===== src/design/ssp_pkg.sv =====
// ssp_pkg: shared constants for the sensor sector point filter.
// Register codes, reset values and field widths. No dependencies.
`timescale 1ns / 1ps

package ssp_pkg;

  // configuration port
  localparam int CFG_IDX_W  = 3;
  localparam int CFG_DATA_W = 60;

  localparam logic [CFG_IDX_W-1:0] REG_ROT_X   = 3'd0;
  localparam logic [CFG_IDX_W-1:0] REG_ROT_Y   = 3'd1;
  localparam logic [CFG_IDX_W-1:0] REG_ROT_Z   = 3'd2;
  localparam logic [CFG_IDX_W-1:0] REG_TRANS   = 3'd3;
  localparam logic [CFG_IDX_W-1:0] REG_RANGE   = 3'd4;
  localparam logic [CFG_IDX_W-1:0] REG_TRIG    = 3'd5;

  localparam int ROT_W   = 48;
  localparam int TRANS_W = 60;
  localparam int LIM_W   = 40;
  localparam int TRIG_W  = 32;
  localparam int COEF_W  = 16;
  localparam int FRAC_W  = 14;   // Q2.14 rotation, Q2.14 trig

  localparam logic [ROT_W-1:0]   ROT_X_RST = 48'h0000_0000_4000;
  localparam logic [ROT_W-1:0]   ROT_Y_RST = 48'h0000_4000_0000;
  localparam logic [ROT_W-1:0]   ROT_Z_RST = 48'h4000_0000_0000;
  localparam logic [TRANS_W-1:0] TRANS_RST = '0;
  localparam logic [LIM_W-1:0]   RANGE_RST = 40'hC0_0000_0000;
  localparam logic [TRIG_W-1:0]  TRIG_RST  = 32'h0000_4000;

  // result count fields
  localparam int CNT_OUT_W = 21;

  // defaults for top-level parameters
  localparam int DEF_MAX_POINTS  = 1048576;
  localparam int DEF_COORD_WIDTH = 20;
  localparam int DEF_QUEUE_DEPTH = 8;

endpackage


===== src/design/ssp_fifo.sv =====
// ssp_fifo: small queue of classified points between front and back.
// Register-file storage, one push and one pop per cycle. Depends on ssp_pkg.
`timescale 1ns / 1ps

module ssp_fifo #(
  parameter int WIDTH = 3 * ssp_pkg::DEF_COORD_WIDTH + 2,
  parameter int DEPTH = ssp_pkg::DEF_QUEUE_DEPTH,
  localparam int PTR_W = $clog2(DEPTH),
  localparam int LVL_W = $clog2(DEPTH + 1)
) (
  input  logic             clk,
  input  logic             rst,
  input  logic             push,
  input  logic [WIDTH-1:0] push_data,
  input  logic             pop,
  output logic [WIDTH-1:0] pop_data,
  output logic             not_empty,
  output logic [LVL_W-1:0] level
);

  logic [WIDTH-1:0] mem [DEPTH];
  logic [PTR_W-1:0] wr_ptr, rd_ptr;

  always_ff @(posedge clk) begin
    if (push) begin
      mem[wr_ptr] <= push_data;
    end
  end

  // pointers wrap at DEPTH, so the depth need not be a power of two
  always_ff @(posedge clk) begin
    if (rst) begin
      wr_ptr <= '0;
      rd_ptr <= '0;
      level  <= '0;
    end else begin
      if (push) wr_ptr <= (wr_ptr == PTR_W'(DEPTH - 1)) ? '0 : wr_ptr + PTR_W'(1);
      if (pop)  rd_ptr <= (rd_ptr == PTR_W'(DEPTH - 1)) ? '0 : rd_ptr + PTR_W'(1);
      level <= level + LVL_W'(push) - LVL_W'(pop);
    end
  end

  assign pop_data  = mem[rd_ptr];
  assign not_empty = level != '0;

  a_no_overflow: assert property (@(posedge clk) disable iff (rst)
    push && !pop |-> level != LVL_W'(DEPTH))
    else $error("queue push while full");

  a_no_underflow: assert property (@(posedge clk) disable iff (rst)
    pop |-> not_empty)
    else $error("queue pop while empty");

endmodule


===== config.mk =====
export PLATFORM = sky130hd
export DESIGN_NAME = ssp_fifo
export DESIGN_NICKNAME = d
export VERILOG_FILES = /design/src/design/ssp_pkg.sv /design/src/design/ssp_fifo.sv
export SDC_FILE = /design/constraint.sdc
export NUM_CORES = 1
export LEC_CHECK = 0
export BUFFER_PORTS_ARGS = -buffer_cell sky130_fd_sc_hd__buf_4
export CORE_MARGIN = 5
export CORE_UTILIZATION = 54
export CTS_CLUSTER_DIAMETER = 30
export DETAILED_ROUTE_END_ITERATION = 16
export PLACE_DENSITY = 0.76
export SYNTH_ARGS = -nofsm -noshare
export SYNTH_HDL_FRONTEND = slang
export SYNTH_SLANG_ARGS = --single-unit

===== constraint.sdc =====
create_clock -name clk -period 6.4 [get_ports clk]
set_input_delay 1.28 -clock clk [delete_from_list [all_inputs] [get_ports clk]]
set_output_delay 1.28 -clock clk [all_outputs]
set_load 0.05 [all_outputs]

==> summary.md, run 1 <==
| Metric | Value |
|---|---|
| Status | `finished, final reports clean` |
| DRT iter0 DRCs | `564` |
| Sw Pwr | `2.11 mW` |
| Static leakage | `8.14 nW` |
| Pin count of the biggest net entering global routing | `71` |
| Starting Density | `54.9%` |
| Crit path buf inv count | `2` |
| Sequential share of power | `40.9%` |
| Final Core Density | `67.8%` |
| Final setup fails | `0` |
| Syn. warnings | `0` |
| Period utilization | `67.2%` |
| CP peak stage delay | `0.77 ns` |
| CTS tree | `built` |
| Detail Route Antenna Nets | `0` |
| Width of the die | `200 microns` |
| Final Skew | `0.0216 ns` |
| Global-route wire length before repair | `58,900 microns` |
| Vias per cell | `5.79` |
| Slew Viols, Final | `0` |
| Post-CTS setup buffer count | `0` |
| Routed wire length | `38,500 microns` |
| #FFs+latches synth | `509` |
| DP HPWL | `19,100 microns` |
| Worst R2R Setup Slack | `3.96 ns` |
| CP delay by family, top | `multiplexers` |
| Post-cts resize count | `0` |
| GPL Wtd Cong | `0.717` |
| Critical-path maximum fanout | `32` |
| Clock latency at the later pin of the worst-skew pair | `0.58 ns` |
| Internal | `7.14 mW` |
| Post-Syn Nets | `864` |
| Number of cells produced by synthesis | `788` |
| Via count | `8,848` |
| Syn Area/Cell | `24.8 sq um` |
| Vias in the first global route | `9,613` |
| Max Freq | `0.233 GHz` |
| Logic pwr share | `8.0%` |
| DR WL met3 | `2390 microns` |
| Reg clk slew, reported paths | `0.05 ns` |
| Sequential-to-total area share from yosys stat | `77.4%` |
| CTS Hold Bufs | `0` |
| Uppermost layer routed | `met5` |
| Met2 wire len | `19,500 microns` |
| Top cell by count, worst path | `buf_4` |
| Hold Slack | `0.518 ns` |
| CTS Buf Count | `89` |
| Clock period minus worst slack | `4.30 ns` |
| Setup crit start kind | `flop` |
| Crit path kind | `flop to output port` |
| Layout net count | `1,068` |
| Worst-path cell chain | `buf_4, mux4_1, mux2_4, buf_4` |
| WHS Path Cells | `2` |
| Unrepaired setup endpoints after global routing | `false` |
| Clk sinks | `509` |
| Ant diodes | `0` |
| Pre-antenna DRT Iters | `5` |
| Worst Path Required | `5.12 ns` |
| Netlist cell types | `27` |
| I/O Buffers | `132` |
| Power per cell area | `383 nW/um^2` |
| Final Hold Fails | `0` |
| Clock buffer depth | `3` |
| H-tree levels | `3` |
| Max-capacitance violation count | `0` |
| DR WL/cell | `25.2 microns` |
| Hold Crit Start | `rd_ptr[1]` |
| IO Pins | `133` |
| Critical R2R Launch | `wr_ptr[2]` |
| Layout cells sized above 1 | `45.4%` |
| Drc violations | `0` |
| P&R area growth vs syn | `23.5%` |
| Clock network power share | `51.1%` |
| Cell Area, Synth | `19,600 sq um` |
| Root Buffer | `clkbuf_16` |
| Fill cells | `2,189` |
| Die area | `40,200 sq um` |
| Arrival @ worst endpoint | `3.02 ns` |
| Worst rel slew slack | `27.2%` |
| Total grt overflow | `0` |
| Die height | `200 microns` |
| Initial antenna violation count | `2` |
| HP Class | `flop to flop` |
| Total GRT Usage | `19.4%` |
| WL met1 | `15,700 microns` |
| Worst Reg-to-Reg Cells | `3` |
| Switching share of power | `22.8%` |
| Slowest stage cell, crit path | `dfxtp_4` |
| Setup TNS | `0 ns` |
| Rows | `69` |
| RR Endpoint | `mem[5][34]` |
| Area of the core | `35,700 sq um` |
| Slew @ Worst Pin | `1.09 ns` |
| Peak VDD IR | `0.261 mV` |
| CP Capture Type | `output port` |
final cells by class:
cell class	instances	area [sq um]	area share, %
multi-input cells	236	4180	17.3
clock buffers	100	2400	9.91
well taps	461	577	2.39
flip-flops and latches	509	15200	62.7
clock inverters	66	691	2.86
inverters	7	26.3	0.109
repair buffers	149	1140	4.73
Yosys cell counts:
cell,number,share of area (%)
nand3b_1,2,0.077
nor2b_1,3,0.096
xnor2_1,1,0.045
edfxtp_1,496,76
buf_12,7,0.72
a31o_2,1,0.045
nand3_1,2,0.051
buf_2,14,0.36
clkbuf_1,10,0.19
dfxtp_1,13,1.3
mux2i_1,2,0.10
o21ai_0,1,0.026
a21oi_1,5,0.13
mux2_2,2,0.12
nand2_1,3,0.058
nor3b_1,1,0.038
nor2_1,11,0.21
mux2_4,60,4.6
mux4_2,110,13
inv_1,7,0.13
mux4_1,14,1.9
buf_1,4,0.077
ha_1,9,0.58
nand2b_1,6,0.19
fa_1,1,0.10
buf_6,1,0.058
nor3_1,2,0.051
registers in the layout, indices dropped and copies added, names as in the netlist, named ones only:
name,count
mem,496
level,4
rd_ptr,3
wr_ptr,3
cells in the final DEF, fill, tap and decap left out, drive strengths merged, types with 9 or more instances in the layout:
cell      synthesis  routed
buf              26     149
bufinv            0       9
clkbuf           10     100
clkinv            0      27
clkinvlp          0      14
dfxtp            13      13
edfxtp          496     496
ha                9       9
inv               7      23
mux2             62      62
mux4            124     124
nor2             11      11
worst register-to-register path: stages (launching register included):
cell,delay (ns)
dfxtp_1,0.48
nand2b_1,0.20
nor2_4,0.56
buf_4,0.75
kinds of logic after synthesis:
family          count (synthesis)  share of synthesized area (%)
fa+ha+maj                      10                          0.678
mux                           188                           19.4
buf+inv                        43                           1.53
xor+xnor                        1                         0.0448
flops                         509                           77.4
compound gates                  7                          0.198
simple gates                   30                          0.773
per-stage QoR:
| step | cell area (sq um) | total power [mW] | cells | setup slack [ns] |
|---|---|---|---|---|
| finish | 24200 | 9.25 | 1528 | 2.10 |
| global route | 24200 | 9.55 | 1528 | 1.89 |
| CTS | 24200 | 9.34 | 1528 | 2.00 |
| detailed placement | 21100 | 4.59 | 1362 | 2.63 |
| global placement | 21100 | 4.57 | 1362 | 2.64 |
| floorplan | 19600 | 4.37 | 788 | 0.240 |
per-layer routing:
layer	GRT usage (%)	vias up
met4	6.44	4
met1	25.8	4668
met3	4.80	69
met5	0	-
li1	-	3809
met2	32.0	298
how the worst max path moves through the flow:
stage	startpoint	to	slack, ns	cells after the start
4_1_cts	flop	pop_data[49]	2.00	4
2_1_floorplan	push	mem[0][0]	0.24	2
5_1_grt	flop	pop_data[30]	1.89	4
3_5_place_dp	flop	pop_data[49]	2.63	4
6_report	flop	pop_data[49]	2.10	4
3_3_place_gp	flop	pop_data[49]	2.64	4
power by group through the flow:
stage / clock network [mW] / logic [mW] / registers, mW
floorplan: 0 / 0.512 / 3.85
global placement: 0 / 0.732 / 3.84
detailed placement: 0 / 0.745 / 3.85
CTS: 4.80 / 0.750 / 3.79
global route: 4.98 / 0.783 / 3.79
finish: 4.73 / 0.740 / 3.78
(Power assumes the default switching activity.)
==> run 2: changes to the inputs <==
==> constraint.sdc (replaced) <==
create_clock -name clk -period 3.86 [get_ports clk]
set_input_delay 0.772 -clock clk [delete_from_list [all_inputs] [get_ports clk]]
set_output_delay 0.772 -clock clk [all_outputs]
set_load 0.05 [all_outputs]
==> run 2 against run 1 <==
Compared with the run above:
- clock-buffer cell count is 4 lower
- via count is 0.95% lower
- non-clock buffer count is 4 higher
- flip-flop and latch count stayed put
- final area is 0.12% higher
- core utilization is 0.084 points higher
- critical path type unchanged
- total power is 64% higher
- clock skew is 0.0029 ns higher
- largest cell class unchanged
- largest power group unchanged
==> summary.md, run 2 (synthesized netlist as in run 1, its figures left out) <==
| Metric | Value |
|---|---|
| Status | `finished, final reports clean` |
| GPL Wtd Cong | `0.698` |
| Final setup fails | `0` |
| Final Hold Fails | `0` |
| Die height | `200 microns` |
| Setup crit start kind | `flop` |
| Vias in the first global route | `9,566` |
| Power per cell area | `628 nW/um^2` |
| Peak VDD IR | `0.398 mV` |
| Clock buffer depth | `3` |
| P&R area growth vs syn | `23.6%` |
| Clock period minus worst slack | `3.46 ns` |
| Layout cells sized above 1 | `45.7%` |
| Hold Slack | `0.412 ns` |
| Drc violations | `0` |
| Total grt overflow | `0` |
| Rows | `69` |
| Worst rel slew slack | `48.0%` |
| Initial antenna violation count | `1` |
| Final Instance Count excl. Fillers | `1,527` |
| Worst Path Required | `3.09 ns` |
| Worst R2R Setup Slack | `1.79 ns` |
| Register area | `15,200 sq um` |
| Period utilization | `89.5%` |
| DR WL/cell | `24.8 microns` |
| Detail Route Antenna Nets | `0` |
| Most common cell after layout, fill and taps aside | `edfxtp_1` |
| Max Freq | `0.289 GHz` |
| CP delay by family, top | `multiplexers` |
| Routed wire length | `37,900 microns` |
| Slew Viols, Final | `0` |
| Dpl ws | `0.986 ns` |
| Unrepaired setup endpoints after global routing | `false` |
| Max FFs per register | `496` |
| Post-CTS setup buffer count | `0` |
| Vias per cell | `5.74` |
| DRT iter0 DRCs | `645` |
| Width of the die | `200 microns` |
| I/O Buffers | `132` |
| Most flops, register | `mem` |
| Ant diodes | `0` |
| Layout net count | `1,070` |
| Via count | `8,764` |
| CP Capture Type | `output port` |
| H-tree levels | `3` |
| CTS Buf Count | `87` |
| Commonest non-fill, non-tap cells in the layout | `edfxtp_1, buf_4, mux4_2` |
| HP Class | `primary input to flop` |
| IO Pins | `133` |
| Arrival @ worst endpoint | `2.68 ns` |
| Clock latency at the later pin of the worst-skew pair | `0.59 ns` |
| DP HPWL | `19,300 microns` |
| Pin count of the biggest net entering global routing | `125` |
| Critical-path maximum fanout | `35` |
| Fin worst setup slack | `0.404 ns` |
| Slowest stage cell, crit path | `dfxtp_4` |
| CTS Hold Bufs | `0` |
| Slew @ Worst Pin | `0.780 ns` |
| Total GRT Usage | `19.1%` |
| Max-capacitance violation count | `0` |
| Pre-antenna DRT Iters | `5` |
| Largest registers | `mem x496, level x4` |
| Root Buffer | `clkbuf_16` |
| Starting Density | `54.9%` |
| Post-cts resize count | `0` |
| Final Skew | `0.0245 ns` |
| Crit path kind | `flop to output port` |
| Multi-input gate area | `4190 sq um` |
| Reg clk slew, reported paths | `0.05 ns` |
| Area of the core | `35,700 sq um` |
| Clk sinks | `509` |
| Die area | `40,200 sq um` |
| Total power | `15.2 mW` |
| Global-route wire length before repair | `58,400 microns` |
| CTS tree | `built` |
| Fill cells | `2,145` |
| Crit path buf inv count | `2` |
| Worst-path cell chain | `buf_12, mux4_1, mux2_4, buf_4` |
| Post-Place Cells | `1,366` |
| CP peak stage delay | `0.62 ns` |
| Static leakage | `8.16 nW` |
| Final Core Density | `67.9%` |
## run 2: cell count changes in the layout (fill, tap and decap cells not counted), sizes merged
cell / previous run / this run
bufinv: 9 / 11
buf: 149 / 153
clkbuf: 100 / 96
clkinv: 27 / 28
clkinvlp: 14 / 10
## run 2: per-stage QoR
| step | area [sq um] | TNS (ns) |
|---|---|---|
| global route | 24200 | 0 |
| detailed placement | 21200 | 0 |
| CTS | 24200 | 0 |
| finish | 24200 | 0 |
| global placement | 21200 | 0 |
| floorplan | 19600 | -41.91 |
## run 2: cell type report
| type | count | area share, % |
|---|---|---|
| Sequential cell | 509 | 62.7 |
| Multi-Input combinational cell | 236 | 17.3 |
| Clock buffer | 96 | 9.35 |
| Timing Repair Buffer | 153 | 5.16 |
| Clock inverter | 65 | 3.04 |
| Tap cell | 461 | 2.38 |
| Inverter | 7 | 0.109 |
## run 2: routing by layer
layer,up-vias,part of all wire [%],global-route usage (%)
li1,3807,-,-
met1,4634,40,25.3
met2,271,52,31.8
met3,50,6.3,5.11
met4,2,1.7,5.58
met5,-,0.032,0
## run 2: power breakdown
group | leakage [nW] | internal (mW) | total [mW] | switching, mW
registers | 4.61 | 6.20 | 6.26 | 0.0576
logic | 2.09 | 0.510 | 1.25 | 0.739
clock network | 1.45 | 5.02 | 7.69 | 2.67
total | 8.16 | 11.7 | 15.2 | 3.47
## run 2: final timing paths
kind | start | depth (start not counted) | end
setup / recovery | flop | 4 | pop_data[51]
hold reg to reg | rd_ptr[1] | 2 | flop
hold / removal | push_data[61] | 1 | mem[4][61]
setup reg to reg | wr_ptr[2] | 3 | mem[4][34]
==> run 3: changes to the inputs <==
--- a/config.mk
+++ b/config.mk
@@ -7,10 +7,10 @@
 export LEC_CHECK = 0
 export BUFFER_PORTS_ARGS = -buffer_cell sky130_fd_sc_hd__buf_4
 export CORE_MARGIN = 5
-export CORE_UTILIZATION = 54
+export CORE_UTILIZATION = 34
 export CTS_CLUSTER_DIAMETER = 30
 export DETAILED_ROUTE_END_ITERATION = 16
-export PLACE_DENSITY = 0.76
+export PLACE_DENSITY = 0.53
 export SYNTH_ARGS = -nofsm -noshare
 export SYNTH_HDL_FRONTEND = slang
 export SYNTH_SLANG_ARGS = --single-unit
==> run 3 against run 2 <==
Compared with the run above:
- sequential share of layout area fell by 3.0 points
- total power up 10%
- global-route usage down 5.8 points
- clock skew decreased by 0.011 ns
- hold slack lost 0.041 ns
- highest routed layer unchanged
- largest power group unchanged
- non-clock buffer count grew 6
- largest cell class unchanged
==> summary.md, run 3 (synthesized netlist as in run 1, its figures left out) <==
| Metric | Value |
|---|---|
| Status | `finished, final reports clean` |
| Clock latency at the later pin of the worst-skew pair | `0.63 ns` |
| I/O Buffers | `132` |
| Max FFs per register | `496` |
| Ant diodes | `0` |
| DRT iter0 DRCs | `390` |
| Largest registers | `mem x496, level x4` |
| Worst-path cell chain | `buf_12, mux4_1, mux2_4, buf_4` |
| Static leakage | `8.56 nW` |
| Slew Viols, Final | `0` |
| Final Hold Fails | `0` |
| Design area | `25,400 sq um` |
| Root Buffer | `clkbuf_16` |
| Layout cells sized above 1 | `46.7%` |
| Multi-input gate area | `4190 sq um` |
| Clk sinks | `509` |
| Critical R2R Launch | `wr_ptr[1]` |
| Initial antenna violation count | `1` |
| Layout net count | `1,099` |
| Critical-path maximum fanout | `23` |
| Placement Cell Area | `21,700 sq um` |
| Period utilization | `89.9%` |
| CP peak stage delay | `0.71 ns` |
| Slowest stage cell, crit path | `dfxtp_4` |
| IO Pins | `133` |
| Most common cell after layout, fill and taps aside | `edfxtp_1` |
| Worst Reg-to-Reg Cells | `3` |
| Vias in the first global route | `9,951` |
| Vias per cell | `4.71` |
| Starting Density | `34.1%` |
| Final Skew | `0.0134 ns` |
| Width of the die | `250 microns` |
| Routed wire length | `41,400 microns` |
| Reg clk slew, reported paths | `0.05 ns` |
| Register area | `15,200 sq um` |
| DR WL/cell | `22.0 microns` |
| DP HPWL | `21,700 microns` |
| Hold Crit Start | `push_data[9]` |
| Peak VDD IR | `0.455 mV` |
| Power per cell area | `660 nW/um^2` |
| WHS Path Cells | `1` |
| WHS Endpoint | `mem[5][9]` |
| Global-route wire length before repair | `62,500 microns` |
| Worst R2R Setup Slack | `1.98 ns` |
| Pin count of the biggest net entering global routing | `63` |
| H-tree levels | `3` |
| Clock buffer depth | `3` |
| CTS tree | `built` |
| RR Endpoint | `mem[2][13]` |
| Final setup fails | `0` |
| Max-capacitance violation count | `0` |
| Detail Route Antenna Nets | `0` |
| Dpl ws | `0.956 ns` |
| Area of the core | `57,400 sq um` |
| CTS Hold Bufs | `0` |
| Most flops, register | `mem` |
| Arrival @ worst endpoint | `2.70 ns` |
| Post-cts resize count | `0` |
| Pre-antenna DRT Iters | `4` |
| Unrepaired setup endpoints after global routing | `false` |
| Die height | `250 microns` |
| Die area | `62,500 sq um` |
| Worst Path Required | `3.09 ns` |
| P&R area growth vs syn | `29.9%` |
| Drc violations | `0` |
| Post-CTS setup buffer count | `0` |
| Fin worst setup slack | `0.389 ns` |
| Total grt overflow | `0` |
| Fill cells | `4,871` |
| CTS Buf Count | `110` |
| Max Freq | `0.288 GHz` |
| Commonest non-fill, non-tap cells in the layout | `edfxtp_1, buf_4, clkbuf_16` |
| Setup crit start kind | `flop` |
| Worst rel slew slack | `51.9%` |
| Total GRT Usage | `13.3%` |
| Slew @ Worst Pin | `0.721 ns` |
| Clock period minus worst slack | `3.47 ns` |
| HP Class | `primary input to flop` |
| GPL Wtd Cong | `0.681` |
| Rows | `88` |
| Via count | `8,865` |
| Crit path kind | `flop to output port` |
| CP Capture Type | `output port` |
## run 3: cell count changes in the layout (fill, tap and decap cells not counted), moves of 2 or more
cell / before / now
buf_4: 145 / 149
bufinv_16: 11 / 15
buf_12: 8 / 10
clkinv_4: 3 / 9
clkinv_1: 6 / 19
clkbuf_16: 88 / 113
clkinv_2: 16 / 25
clkbuf_1: 5 / 9
clkbuf_8: 3 / 0
clkinv_16: 0 / 2
clkinvlp_4: 10 / 12
inv_6: 14 / 1
## run 3: worst max-delay path by stage
stage                     start      endpoint  slack (ns)
after global routing       flop  pop_data[13]        0.20
final                      flop  pop_data[13]        0.39
after detailed placement   flop  pop_data[31]        0.96
after global placement     flop  pop_data[33]        0.96
after floorplan            push     mem[2][0]       -0.11
after CTS                  flop  pop_data[31]        0.27
## run 3: worst max-delay path: cells and delay by family (launching register included)
kind / cells / cell delay, ns
DFF: 1 / 0.71
buffers and inverters: 2 / 0.49
muxes: 2 / 0.84
## run 3: power by group
group	switching, mW	internal, mW	total (mW)
Sequential	0.0524	6.21	6.26
Clock	2.94	6.31	9.25
Combinational	0.750	0.514	1.26
## run 3: layout make-up
type | instances | share of cell area [%]
Sequential cell | 509 | 59.6
Multi-Input combinational cell | 236 | 16.5
Clock buffer | 122 | 11.3
Timing Repair Buffer | 159 | 5.18
Tap cell | 765 | 3.76
Clock inverter | 85 | 3.61
Inverter | 7 | 0.103
## run 3: layer usage
metal | vias up | global-route usage, % | part of all wire [%]
li1 | 3885 | - | -
met1 | 4683 | 17.3 | 43
met2 | 216 | 21.6 | 49
met3 | 79 | 3.87 | 5.4
met4 | 2 | 4.52 | 2.0
met5 | - | 0 | 0.031
## run 3: metrics by stage
step                hold slack [ns]  TNS (ns)  instances  power, mW  util [%]
global placement              0.465         0       1676       7.64      37.8
finish                        0.371         0       1883       16.8      44.3
floorplan                     0.457    -41.91        788       7.23         -
global route                  0.331         0       1883       17.4      44.3
detailed placement            0.489         0       1676       7.65      37.8
CTS                           0.316         0       1883       17.0      44.3
