File: src/design/ssp_pkg.sv
// ssp_pkg: shared constants for the sensor sector point filter.
// Register codes, reset values and field widths. No dependencies.
`timescale 1ns / 1ps

package ssp_pkg;

  // configuration port
  localparam int CFG_IDX_W  = 3;
  localparam int CFG_DATA_W = 60;

  localparam logic [CFG_IDX_W-1:0] REG_ROT_X   = 3'd0;
  localparam logic [CFG_IDX_W-1:0] REG_ROT_Y   = 3'd1;
  localparam logic [CFG_IDX_W-1:0] REG_ROT_Z   = 3'd2;
  localparam logic [CFG_IDX_W-1:0] REG_TRANS   = 3'd3;
  localparam logic [CFG_IDX_W-1:0] REG_RANGE   = 3'd4;
  localparam logic [CFG_IDX_W-1:0] REG_TRIG    = 3'd5;

  localparam int ROT_W   = 48;
  localparam int TRANS_W = 60;
  localparam int LIM_W   = 40;
  localparam int TRIG_W  = 32;
  localparam int COEF_W  = 16;
  localparam int FRAC_W  = 14;   // Q2.14 rotation, Q2.14 trig

  localparam logic [ROT_W-1:0]   ROT_X_RST = 48'h0000_0000_4000;
  localparam logic [ROT_W-1:0]   ROT_Y_RST = 48'h0000_4000_0000;
  localparam logic [ROT_W-1:0]   ROT_Z_RST = 48'h4000_0000_0000;
  localparam logic [TRANS_W-1:0] TRANS_RST = '0;
  localparam logic [LIM_W-1:0]   RANGE_RST = 40'hC0_0000_0000;
  localparam logic [TRIG_W-1:0]  TRIG_RST  = 32'h0000_4000;

  // result count fields
  localparam int CNT_OUT_W = 21;

  // defaults for top-level parameters
  localparam int DEF_MAX_POINTS  = 1048576;
  localparam int DEF_COORD_WIDTH = 20;
  localparam int DEF_QUEUE_DEPTH = 8;

endpackage

File: src/design/ssp_back.sv
// ssp_back: pops classified points, keeps the saturating cloud counters and
// holds the result register toward the output stream. Depends on ssp_pkg.
`timescale 1ns / 1ps

module ssp_back #(
  parameter int MAX_POINTS  = ssp_pkg::DEF_MAX_POINTS,
  parameter int COORD_WIDTH = ssp_pkg::DEF_COORD_WIDTH,
  localparam int ENT_W      = 3 * COORD_WIDTH + 2
) (
  input  logic                             clk,
  input  logic                             rst,
  input  logic                             q_not_empty,
  input  logic [ENT_W-1:0]                 q_data,
  output logic                             pop,
  output logic                             out_valid,
  input  logic                             out_ready,
  output logic                             out_accepted,
  output logic                             out_last,
  output logic [3*COORD_WIDTH-1:0]         out_coords,
  output logic [ssp_pkg::CNT_OUT_W-1:0]    out_acc_total,
  output logic [ssp_pkg::CNT_OUT_W-1:0]    out_pt_total
);

  localparam int CW    = COORD_WIDTH;
  localparam int CNT_W = $clog2(MAX_POINTS + 1);
  localparam int OW    = ssp_pkg::CNT_OUT_W;
  localparam logic [CNT_W-1:0] MaxCnt = CNT_W'(MAX_POINTS);

  logic             e_acc, e_last;
  logic [CNT_W-1:0] acc_cnt, pt_cnt, acc_cnt_next, pt_cnt_next;
  logic [CNT_W+OW-1:0] acc_ext, pt_ext;

  assign e_acc  = q_data[3*CW+1];
  assign e_last = q_data[3*CW];
  assign pop    = q_not_empty && (!out_valid || out_ready);

  assign pt_cnt_next  = (pt_cnt == MaxCnt) ? pt_cnt : pt_cnt + CNT_W'(1);
  assign acc_cnt_next = (!e_acc || acc_cnt == MaxCnt) ? acc_cnt
                                                      : acc_cnt + CNT_W'(1);
  assign acc_ext = {{OW{1'b0}}, acc_cnt_next};
  assign pt_ext  = {{OW{1'b0}}, pt_cnt_next};

  always_ff @(posedge clk) begin
    if (rst) begin
      out_valid <= 1'b0;
      acc_cnt   <= '0;
      pt_cnt    <= '0;
    end else begin
      if (pop) begin
        out_valid <= 1'b1;
        acc_cnt   <= e_last ? '0 : acc_cnt_next;
        pt_cnt    <= e_last ? '0 : pt_cnt_next;
      end else if (out_ready) begin
        out_valid <= 1'b0;
      end
    end
  end

  always_ff @(posedge clk) begin
    if (pop) begin
      out_accepted  <= e_acc;
      out_last      <= e_last;
      out_coords    <= q_data[3*CW-1:0];
      out_acc_total <= e_last ? acc_ext[OW-1:0] : '0;
      out_pt_total  <= e_last ? pt_ext[OW-1:0] : '0;
    end
  end

  a_cnt_order: assert property (@(posedge clk) disable iff (rst)
    acc_cnt <= pt_cnt)
    else $error("accept count above point count");

  a_clear_on_last: assert property (@(posedge clk) disable iff (rst)
    pop && e_last |=> acc_cnt == '0 && pt_cnt == '0)
    else $error("counters not cleared after last point");

  a_totals_only_last: assert property (@(posedge clk) disable iff (rst)
    out_valid && !out_last |-> out_acc_total == '0 && out_pt_total == '0)
    else $error("totals shown on a point that is not last");

endmodule

File: config.mk
export PLATFORM = sky130hd
export DESIGN_NAME = ssp_back
export DESIGN_NICKNAME = d
export VERILOG_FILES = /design/src/design/ssp_pkg.sv /design/src/design/ssp_back.sv
export SDC_FILE = /design/constraint.sdc
export NUM_CORES = 1
export LEC_CHECK = 0
export BUFFER_PORTS_ARGS = -buffer_cell sky130_fd_sc_hd__buf_2
export CORE_UTILIZATION = 55
export DETAILED_ROUTE_END_ITERATION = 10
export PLACE_DENSITY_LB_ADDON = 0.1
export SLEW_MARGIN = 20
export SYNTH_ARGS = -nofsm -noshare
export SYNTH_HDL_FRONTEND = slang
export SYNTH_SLANG_ARGS = --single-unit
File: constraint.sdc
create_clock -name clk -period 8.6 [get_ports clk]
set_input_delay 0.86 -clock clk [delete_from_list [all_inputs] [get_ports clk]]
set_output_delay 0.86 -clock clk [all_outputs]
set_load 0.02 [all_outputs]
==> impl_metrics.py, run 1 <==
metrics = {
    "critical_path": {
        "arrival_ns": 3.25,
        "reg2reg_to": "pt_cnt[7]",
        "required_ns": 7.74,
        "rrSetupSlack_ns": 5.68,
        "reg2regPathDepth": 7,
        "critical_path_class": "in2out",
        "worstPathMaxFanout": 75,
        "crit_path_start_kind": "input pin",
        "crit-reg2reg-launch": "out_valid",
        "endpoint_kind": "primary output",
    },
    "timing": {
        "setup_viol": 0,
        "setup_ws_ns": 4.49,
        "tightestPinTransition_ns": 0.985,
        "relSlewSlack_pct": 34.1,
        "finalWorstPathRequiredPeriod_ns": 4.11,
        "min_period_over_period_pct": 47.8,
        "fmax_ghz": 0.243,
        "rsz0062_at_grt": "false",
        "clock_skew_ns": 0.00940,
        "tns_ns": 0,
        "drv_slew": 0,
        "hold_viol": 0,
    },
    "hold_path": {
        "worstHoldEndpoint": "out_coords[37]",
        "hp-start": "q_data[37]",
        "min_path_type": "in2reg",
        "hold_depth": 1,
    },
    "place": {
        "dp_slack_ns": 4.51,
        "port_buffers": 171,
        "dp_hpwl_mm": 9.48,
        "placement.cell_area_sq_um": 7080,
        "place.gp.congestion": 0.839,
    },
    "yosys": {
        "synth-edff-count": 104,
        "async_flop_share_pct": 0,
        "yosysSeqAreaShare_pct": 64.6,
        "synthFlopType": "edfxtp_1",
        "syn-num-nets": 598,
        "synth_top_area_cell": "edfxtp_1",
        "yosysWarnings": 0,
        "avgSynthCellArea_sq_um": 11.7,
        "yosysMostFrequentCell": "edfxtp_1",
        "synthTopCellsByCount": "edfxtp_1, nor2_1, dfxtp_1, o21ai_0, a21oi_1",
        "synth_top_area_share_pct": 50.7,
        "netlist_instances": 528,
        "syn_area_sq_um": 6160,
        "synthDistinctLibCells": 47,
        "synthTopCellsByArea": "edfxtp_1, dfxtp_1, nor2_1",
        "ys_ff_latch": 147,
    },
    "power_and_ir_drop": {
        "pwr-share-seq_pct": 48.4,
        "vdd_drop_max_v": 0.000133,
        "power.leakage_nw": 2.95,
        "comb_power_share_pct": 7.4,
        "power_density_nw_per_um2": 215,
        "power_frac_clock_pct": 44.2,
        "intPower_w": 0.00127,
        "swShare_pct": 23.0,
        "switching_power_w": 0.000379,
    },
    "cts": {
        "root_buffer": "clkbuf_8",
        "hold_buffers": 0,
        "cts.clk_slew.worst_paths_ns": 0.06,
        "clock_sinks": 147,
        "htreeDepth": 4,
        "post_cts_buffers": 0,
        "insertion_delay_ns": 0.53,
        "tritoncts": "built",
        "cts_resized": 0,
        "cts-buffers-inserted": 17,
        "cts_max_path_buffers": 2,
    },
    "detailed_routing": {
        "drtIter0Drc": 363,
        "top_layer_used": "met4",
        "drc": 0,
        "wire_per_inst_um": 17.5,
        "wl_met2_mm": 7.16,
        "drt_first_pass_iters": 5,
        "ant_nets": 0,
        "vias_per_cell": 5.80,
        "num_vias": 4879,
        "wirelength_met1_mm": 6.21,
        "route.met3.wl_mm": 1.08,
        "wirelength_mm": 14.7,
    },
    "layout": {
        "fill_cells": 780,
        "fin_area_sq_um": 7670,
        "drive_above_1_share_pct": 30.1,
        "nets": 758,
        "multiInputGateArea_sq_um": 1990,
        "seq_area_sq_um": 3980,
        "syn_to_final_growth_pct": 24.4,
        "diodes": 0,
    },
    "die": {
        "ios": 172,
        "dieArea_sq_um": 11600,
        "initial_utilization_pct": 56.6,
        "chipWidth_um": 108,
        "coreArea_sq_um": 10900,
        "rows": 38,
        "die_y_um": 108,
    },
    "global_route": {
        "gr-total-overflow": 0,
        "grt_max_degree": 76,
        "grt_pass1_vias": 4557,
        "grt_util_all_layers_pct": 26.2,
        "antenna_found_initial": 0,
        "grt_pass1_wl_mm": 22.9,
    },
    "run": {
        "drv_cap": 0,
    },
    "outcome": {
        "status": "finished clean",
    },
}
-- kinds of logic after synthesis --
logic type,count (synthesis),share of synthesized area [%]
buffers and inverters,47,3.04
flip-flops,147,64.6
adder cells (fa/ha/maj),4,0.812
AO/OA/AOI/OAI,101,9.91
AND/OR/NAND/NOR,190,16.0
multiplexers,3,0.487
XOR/XNOR,36,5.12
-- sequential cells by signal, summed over array words and instances, names as in the netlist --
name,flops
out_coords,60
acc_cnt,21
out_acc_total,21
out_pt_total,21
pt_cnt,21
out_accepted,1
out_last,1
out_valid,1
-- power groups by stage --
stage | Sequential (W) | Clock, W | Combinational, W
after floorplan | 0.000852 | 0 | 0.0000325
after global placement | 0.000811 | 0 | 0.000118
after detailed placement | 0.000812 | 0 | 0.000121
after CTS | 0.000798 | 0.000734 | 0.000122
after global routing | 0.000800 | 0.000760 | 0.000131
final | 0.000798 | 0.000727 | 0.000122
-- worst max-delay path by stage --
stage / slack [ns] / end / start / cells past startpoint
floorplan: 3.28 / acc_cnt[13] / out_ready / 6
global placement: 4.56 / pop / out_ready / 6
detailed placement: 4.51 / pop / out_ready / 6
CTS: 4.47 / pop / out_ready / 6
global route: 4.28 / pop / out_ready / 6
finish: 4.49 / pop / out_ready / 6
-- per-layer routing --
layer	GRT usage, %	vias up
met3	6.84	31
met4	11.0	0
met1	32.6	2338
li1	-	2269
met5	0	-
met2	43.2	241
-- critical path, cell delays in order --
cell	delay, ns
buf_2	0.08
nand2b_1	0.16
nand2_1	0.42
inv_4	0.59
buf_4	0.79
buf_2	0.30
-- placed cells by master, fill, tap and decap left out, types with 3 or more instances in the layout --
cell | netlist | layout
clkinv_1 | 1 | 3
nor4b_1 | 4 | 4
buf_4 | 0 | 3
nor3_1 | 8 | 8
o31ai_1 | 3 | 3
nor2_1 | 64 | 63
mux2i_1 | 3 | 3
buf_2 | 9 | 171
inv_1 | 13 | 12
or3_1 | 17 | 17
xor2_1 | 20 | 20
a31oi_1 | 13 | 13
xnor2_1 | 16 | 16
a41oi_1 | 4 | 4
nor4_1 | 9 | 9
clkbuf_16 | 0 | 16
nand2b_1 | 4 | 4
and4_1 | 3 | 3
clkbuf_1 | 23 | 3
o211ai_1 | 3 | 3
bufinv_16 | 0 | 3
clkinv_4 | 0 | 3
nand3_1 | 23 | 23
nand4_1 | 13 | 13
a22oi_1 | 4 | 4
edfxtp_1 | 104 | 104
ha_1 | 4 | 4
o21ai_0 | 32 | 32
dfxtp_1 | 43 | 43
a21oi_1 | 28 | 28
and3_1 | 6 | 6
nand2_1 | 27 | 27
-- stage by stage --
stage / util, % / hold WS (ns) / cells / total power (W)
finish: 70.4 / 0.506 / 841 / 0.00165
global placement: 65.1 / 0.485 / 809 / 0.000929
floorplan: - / 0.474 / 528 / 0.000884
CTS: 70.4 / 0.484 / 841 / 0.00165
global route: 70.4 / 0.486 / 841 / 0.00169
detailed placement: 65.1 / 0.502 / 809 / 0.000933
-- cell type report --
cell class	instances	share of cell area [%]
tap	140	2.28
timing repair buffer	174	11.5
clock buffer	20	5.55
multi-input combinational	334	26.0
clock inverter	12	2.04
inverter	14	0.718
sequential	147	51.9
Note: power is estimated with default switching activity, not from simulation.
==> run 2: changes to the inputs <==
--- a/config.mk
+++ b/config.mk
@@ -6,7 +6,7 @@
 export NUM_CORES = 1
 export LEC_CHECK = 0
 export BUFFER_PORTS_ARGS = -buffer_cell sky130_fd_sc_hd__buf_2
-export CORE_UTILIZATION = 55
+export CORE_UTILIZATION = 52
 export DETAILED_ROUTE_END_ITERATION = 10
 export PLACE_DENSITY_LB_ADDON = 0.1
 export SLEW_MARGIN = 20
==> constraint.sdc (replaced) <==
create_clock -name clk -period 4.1 [get_ports clk]
set_input_delay 0.41 -clock clk [delete_from_list [all_inputs] [get_ports clk]]
set_output_delay 0.41 -clock clk [all_outputs]
set_load 0.02 [all_outputs]
==> impl_metrics.py, run 2 (synthesized netlist as in run 1, its figures left out) <==
metrics = {
    "outcome": {
        "status": "finished clean",
    },
    "place": {
        "place.gp.congestion": 0.818,
        "port_buffers": 171,
        "dp_hpwl_mm": 9.22,
        "placement.cell_area_sq_um": 7100,
    },
    "die": {
        "die_y_um": 111,
        "dieArea_sq_um": 12300,
        "coreArea_sq_um": 11500,
        "initial_utilization_pct": 53.7,
        "rows": 39,
        "chipWidth_um": 111,
        "ios": 172,
    },
    "detailed_routing": {
        "wirelength_mm": 13.8,
        "drtIter0Drc": 465,
        "drt_first_pass_iters": 5,
        "drc": 0,
        "num_vias": 4722,
        "vias_per_cell": 5.58,
        "ant_nets": 0,
        "wire_per_inst_um": 16.4,
    },
    "cts": {
        "hold_buffers": 0,
        "htreeDepth": 4,
        "root_buffer": "clkbuf_16",
        "cts_max_path_buffers": 2,
        "cts.clk_slew.worst_paths_ns": 0.06,
        "tritoncts": "built",
        "clock_sinks": 147,
        "insertion_delay_ns": 0.42,
        "post_cts_buffers": 0,
        "cts_resized": 0,
        "cts-buffers-inserted": 17,
    },
    "global_route": {
        "grt_pass1_vias": 4465,
        "gr-total-overflow": 0,
        "grt_max_degree": 56,
        "grt_pass1_wl_mm": 22.9,
        "antenna_found_initial": 0,
        "grt_util_all_layers_pct": 23.5,
    },
    "power_and_ir_drop": {
        "vdd_drop_max_v": 0.000319,
        "power.leakage_nw": 2.98,
        "power_density_nw_per_um2": 454,
    },
    "layout": {
        "most-common-layout-cells": "buf_2, edfxtp_1, nor2_1",
        "drive_above_1_share_pct": 30.6,
        "fill_cells": 887,
        "regMostFlops": "out_coords",
        "largest_reg_flops": 60,
        "final_common_cell": "buf_2",
        "syn_to_final_growth_pct": 25.1,
        "nets": 760,
        "diodes": 0,
        "fin_area_sq_um": 7710,
    },
    "timing": {
        "tightestPinTransition_ns": 0.736,
        "clock_skew_ns": 0.00825,
        "fmax_ghz": 0.378,
        "relSlewSlack_pct": 50.6,
        "min_period_over_period_pct": 64.6,
        "rsz0062_at_grt": "false",
        "drv_slew": 0,
        "finalWorstPathRequiredPeriod_ns": 2.65,
        "setup_viol": 0,
        "hold_viol": 0,
        "tns_ns": 0,
    },
    "critical_path": {
        "crit_path_start_kind": "flip-flop",
        "arrival_ns": 2.24,
        "worstPathMaxFanout": 55,
        "required_ns": 3.69,
        "critical_path_class": "reg2out",
        "endpoint_kind": "primary output",
    },
    "run": {
        "drv_cap": 0,
    },
    "hold_path": {
        "min_path_type": "in2reg",
    },
}
## run 2: stage by stage
| stage | total power [W] | cells | utilization (%) | hold slack, ns | setup slack (ns) |
|---|---|---|---|---|---|
| floorplan | 0.00185 | 528 | - | 0.474 | 1.08 |
| global placement | 0.00195 | 814 | 61.9 | 0.494 | 1.43 |
| detailed placement | 0.00196 | 814 | 61.9 | 0.507 | 1.32 |
| CTS | 0.00353 | 846 | 67.2 | 0.154 | 1.40 |
| global route | 0.00361 | 846 | 67.2 | 0.152 | 1.21 |
| finish | 0.00350 | 846 | 67.2 | 0.169 | 1.45 |
## run 2: metal layers
| metal | global-route usage, % | vias to the layer above | routed length (um) | part of all wire (%) |
|---|---|---|---|---|
| li1 | - | 2266 | - | - |
| met1 | 30.9 | 2247 | 6040 | 44 |
| met2 | 37.8 | 192 | 6660 | 48 |
| met3 | 5.85 | 17 | 925 | 6.7 |
| met4 | 8.80 | 0 | 210 | 1.5 |
| met5 | 0 | - | 0 | 0 |
## run 2: critical path, stage by stage, from the launching register on
cell and delay (ns):
dfxtp_1 0.31, nand2b_1 0.13, nand2_1 0.41, inv_4 0.68, buf_2 0.29
## run 2: worst paths after layout
check                           depth (start not counted)        start              to  slack [ns]
worst min-delay path                                    1   q_data[52]  out_coords[52]        0.17
worst min register to register                          1  acc_cnt[16]     acc_cnt[16]        0.51
worst max register to register                          7    out_valid       pt_cnt[6]        1.57
worst max-delay path                                    4    out_valid             pop        1.45
## run 2: layout make-up
type                       instances  area [sq um]  share of cell area [%]
inverter                          14          55.1                   0.714
tap                              143           179                    2.32
multi-input combinational        334          1990                    25.8
timing repair buffer             176           893                    11.6
sequential                       147          3980                    51.7
clock buffer                      17           425                    5.52
clock inverter                    15           183                    2.37
## run 2: where the power goes
part           switching [W]  total [W]  internal, W
combinational       0.000178   0.000253    0.0000750
clock               0.000614    0.00158     0.000963
sequential         0.0000150    0.00167      0.00166
total               0.000807    0.00350      0.00269
==> run 3: changes to the inputs <==
==> constraint.sdc (replaced) <==
create_clock -name clk -period 2.6 [get_ports clk]
set_input_delay 0.26 -clock clk [delete_from_list [all_inputs] [get_ports clk]]
set_output_delay 0.26 -clock clk [all_outputs]
set_load 0.02 [all_outputs]
==> impl_metrics.py, run 3 (synthesized netlist as in run 1, its figures left out) <==
metrics = {
    "cts": {
        "cts-buffers-inserted": 17,
        "tritoncts": "built",
        "insertion_delay_ns": 0.42,
        "post_cts_buffers": 0,
        "root_buffer": "clkbuf_16",
        "cts_max_path_buffers": 2,
        "cts.clk_slew.worst_paths_ns": 0.06,
        "clock_sinks": 147,
        "htreeDepth": 4,
    },
    "die": {
        "die_y_um": 111,
        "chipWidth_um": 111,
        "rows": 39,
        "initial_utilization_pct": 53.7,
        "dieArea_sq_um": 12300,
        "ios": 172,
        "coreArea_sq_um": 11500,
    },
    "timing": {
        "relSlewSlack_pct": 36.5,
        "setup_viol": 0,
        "hold_viol": 0,
        "setup_ws_ns": 0.237,
        "fmax_ghz": 0.423,
        "rsz0062_at_grt": "false",
        "tns_ns": 0,
        "finalWorstPathRequiredPeriod_ns": 2.36,
        "min_period_over_period_pct": 90.9,
        "tightestPinTransition_ns": 0.948,
        "drv_slew": 0,
        "hold_ws_ns": 0.0129,
        "clock_skew_ns": 0.0185,
    },
    "place": {
        "dp_hpwl_mm": 9.45,
        "dp_slack_ns": 0.267,
        "port_buffers": 171,
        "place.gp.congestion": 0.861,
    },
    "run": {
        "drv_cap": 0,
    },
    "global_route": {
        "gr-total-overflow": 0,
        "grt_util_all_layers_pct": 24.6,
        "antenna_found_initial": 0,
        "busiest_layer": "met2",
        "grt_util_met1_pct": 32.7,
        "met2_usage_pct": 39.0,
        "grt_max_degree": 59,
        "grt_pass1_wl_mm": 23.5,
        "grt_pass1_vias": 4505,
        "grt_use_met3_pct": 5.36,
    },
    "outcome": {
        "status": "finished clean",
    },
    "hold_path": {
        "hold_depth": 1,
        "min_path_type": "in2reg",
    },
    "power_and_ir_drop": {
        "power_density_nw_per_um2": 686,
        "vdd_drop_max_v": 0.000493,
        "power.leakage_nw": 3.11,
    },
    "critical_path": {
        "endpoint_kind": "flip-flop",
        "critical_path_class": "reg2reg",
        "required_ns": 2.78,
        "reg2reg_to": "out_acc_total[10]",
        "rrSetupSlack_ns": 0.24,
        "critPathLaunch": "acc_cnt[0]",
        "crit-reg2reg-launch": "acc_cnt[0]",
        "arrival_ns": 2.54,
        "crit_path_start_kind": "flip-flop",
        "reg2regPathDepth": 8,
        "worstPathMaxFanout": 6,
        "crit_end": "out_acc_total[10]",
    },
    "detailed_routing": {
        "drt_first_pass_iters": 5,
        "num_vias": 4869,
        "drc": 0,
        "wirelength_mm": 14.8,
        "ant_nets": 0,
        "vias_per_cell": 5.56,
        "drtIter0Drc": 490,
        "wire_per_inst_um": 16.9,
    },
    "layout": {
        "syn_to_final_growth_pct": 29.6,
        "nets": 790,
        "regMostFlops": "out_coords",
        "diodes": 0,
        "drive_above_1_share_pct": 30.3,
        "final_common_cell": "buf_2",
        "largest_reg_flops": 60,
        "most-common-layout-cells": "buf_2, edfxtp_1, nor2_1",
        "fill_cells": 871,
    },
}
[run 3: cell types whose count changed in the layout (fill, tap and decap cells not counted)]
cell	before	now
clkbuf_1	0	1
inv_6	2	4
o21ai_1	1	0
buf_4	5	11
bufinv_16	3	2
clkinv_4	5	3
buf_12	0	2
dlygate4sd3_1	0	22
o21ai_0	31	32
[run 3: area by class of cell]
cell class / count / area, sq um / area share (%)
flip-flops and latches: 147 / 3980 / 49.9
repair buffers: 206 / 1200 / 15.0
clock buffers: 18 / 429 / 5.37
multi-input cells: 334 / 1990 / 24.9
well taps: 143 / 179 / 2.24
inverters: 14 / 55.1 / 0.689
clock inverters: 14 / 153 / 1.91
[run 3: routing by layer]
metal / vias up / share of wire [%]
li1: 2334 / -
met1: 2293 / 42
met2: 217 / 49
met3: 25 / 7.1
met4: 0 / 2.1
met5: - / 0
[run 3: timing repair]
action,4_1_cts,5_1_grt
hold endpoints to repair,16,6
hold buffers,16,6
resized for setup,0,0
[run 3: how the worst min path moves through the flow]
stage | end | slack, ns | from
global placement | out_coords[18] | 0.44 | q_data[18]
global route | out_coords[38] | 0.0003 | q_data[38]
CTS | out_coords[18] | 0.0002 | q_data[18]
detailed placement | out_coords[52] | 0.44 | q_data[52]
floorplan | out_accepted | 0.36 | q_data[61]
finish | out_coords[18] | 0.01 | q_data[18]
[run 3: stage by stage]
step	total power [W]	cell area (sq um)	cells	util, %
after floorplan	0.00291	6170	528	-
after global placement	0.00310	7190	822	62.7
after detailed placement	0.00310	7190	822	62.7
after CTS	0.00551	7930	870	69.2
after global routing	0.00566	7990	876	69.7
final	0.00548	7990	876	69.7
[run 3: worst max-delay path: stages, from the launching register on]
cell     delay [ns]
dfxtp_1        0.35
inv_1          0.11
ha_1           0.15
nor4b_1        0.23
nand3_1        0.19
o21ai_0        0.61
buf_4          0.26
nor3_1         0.05
o21a_1         0.17
[run 3: power by group]
part	total (W)	leakage [nW]	switching (W)	internal (W)
clock	0.00240	0.283	0.000977	0.00143
sequential	0.00263	1.37	0.0000249	0.00261
combinational	0.000446	1.46	0.000296	0.000150
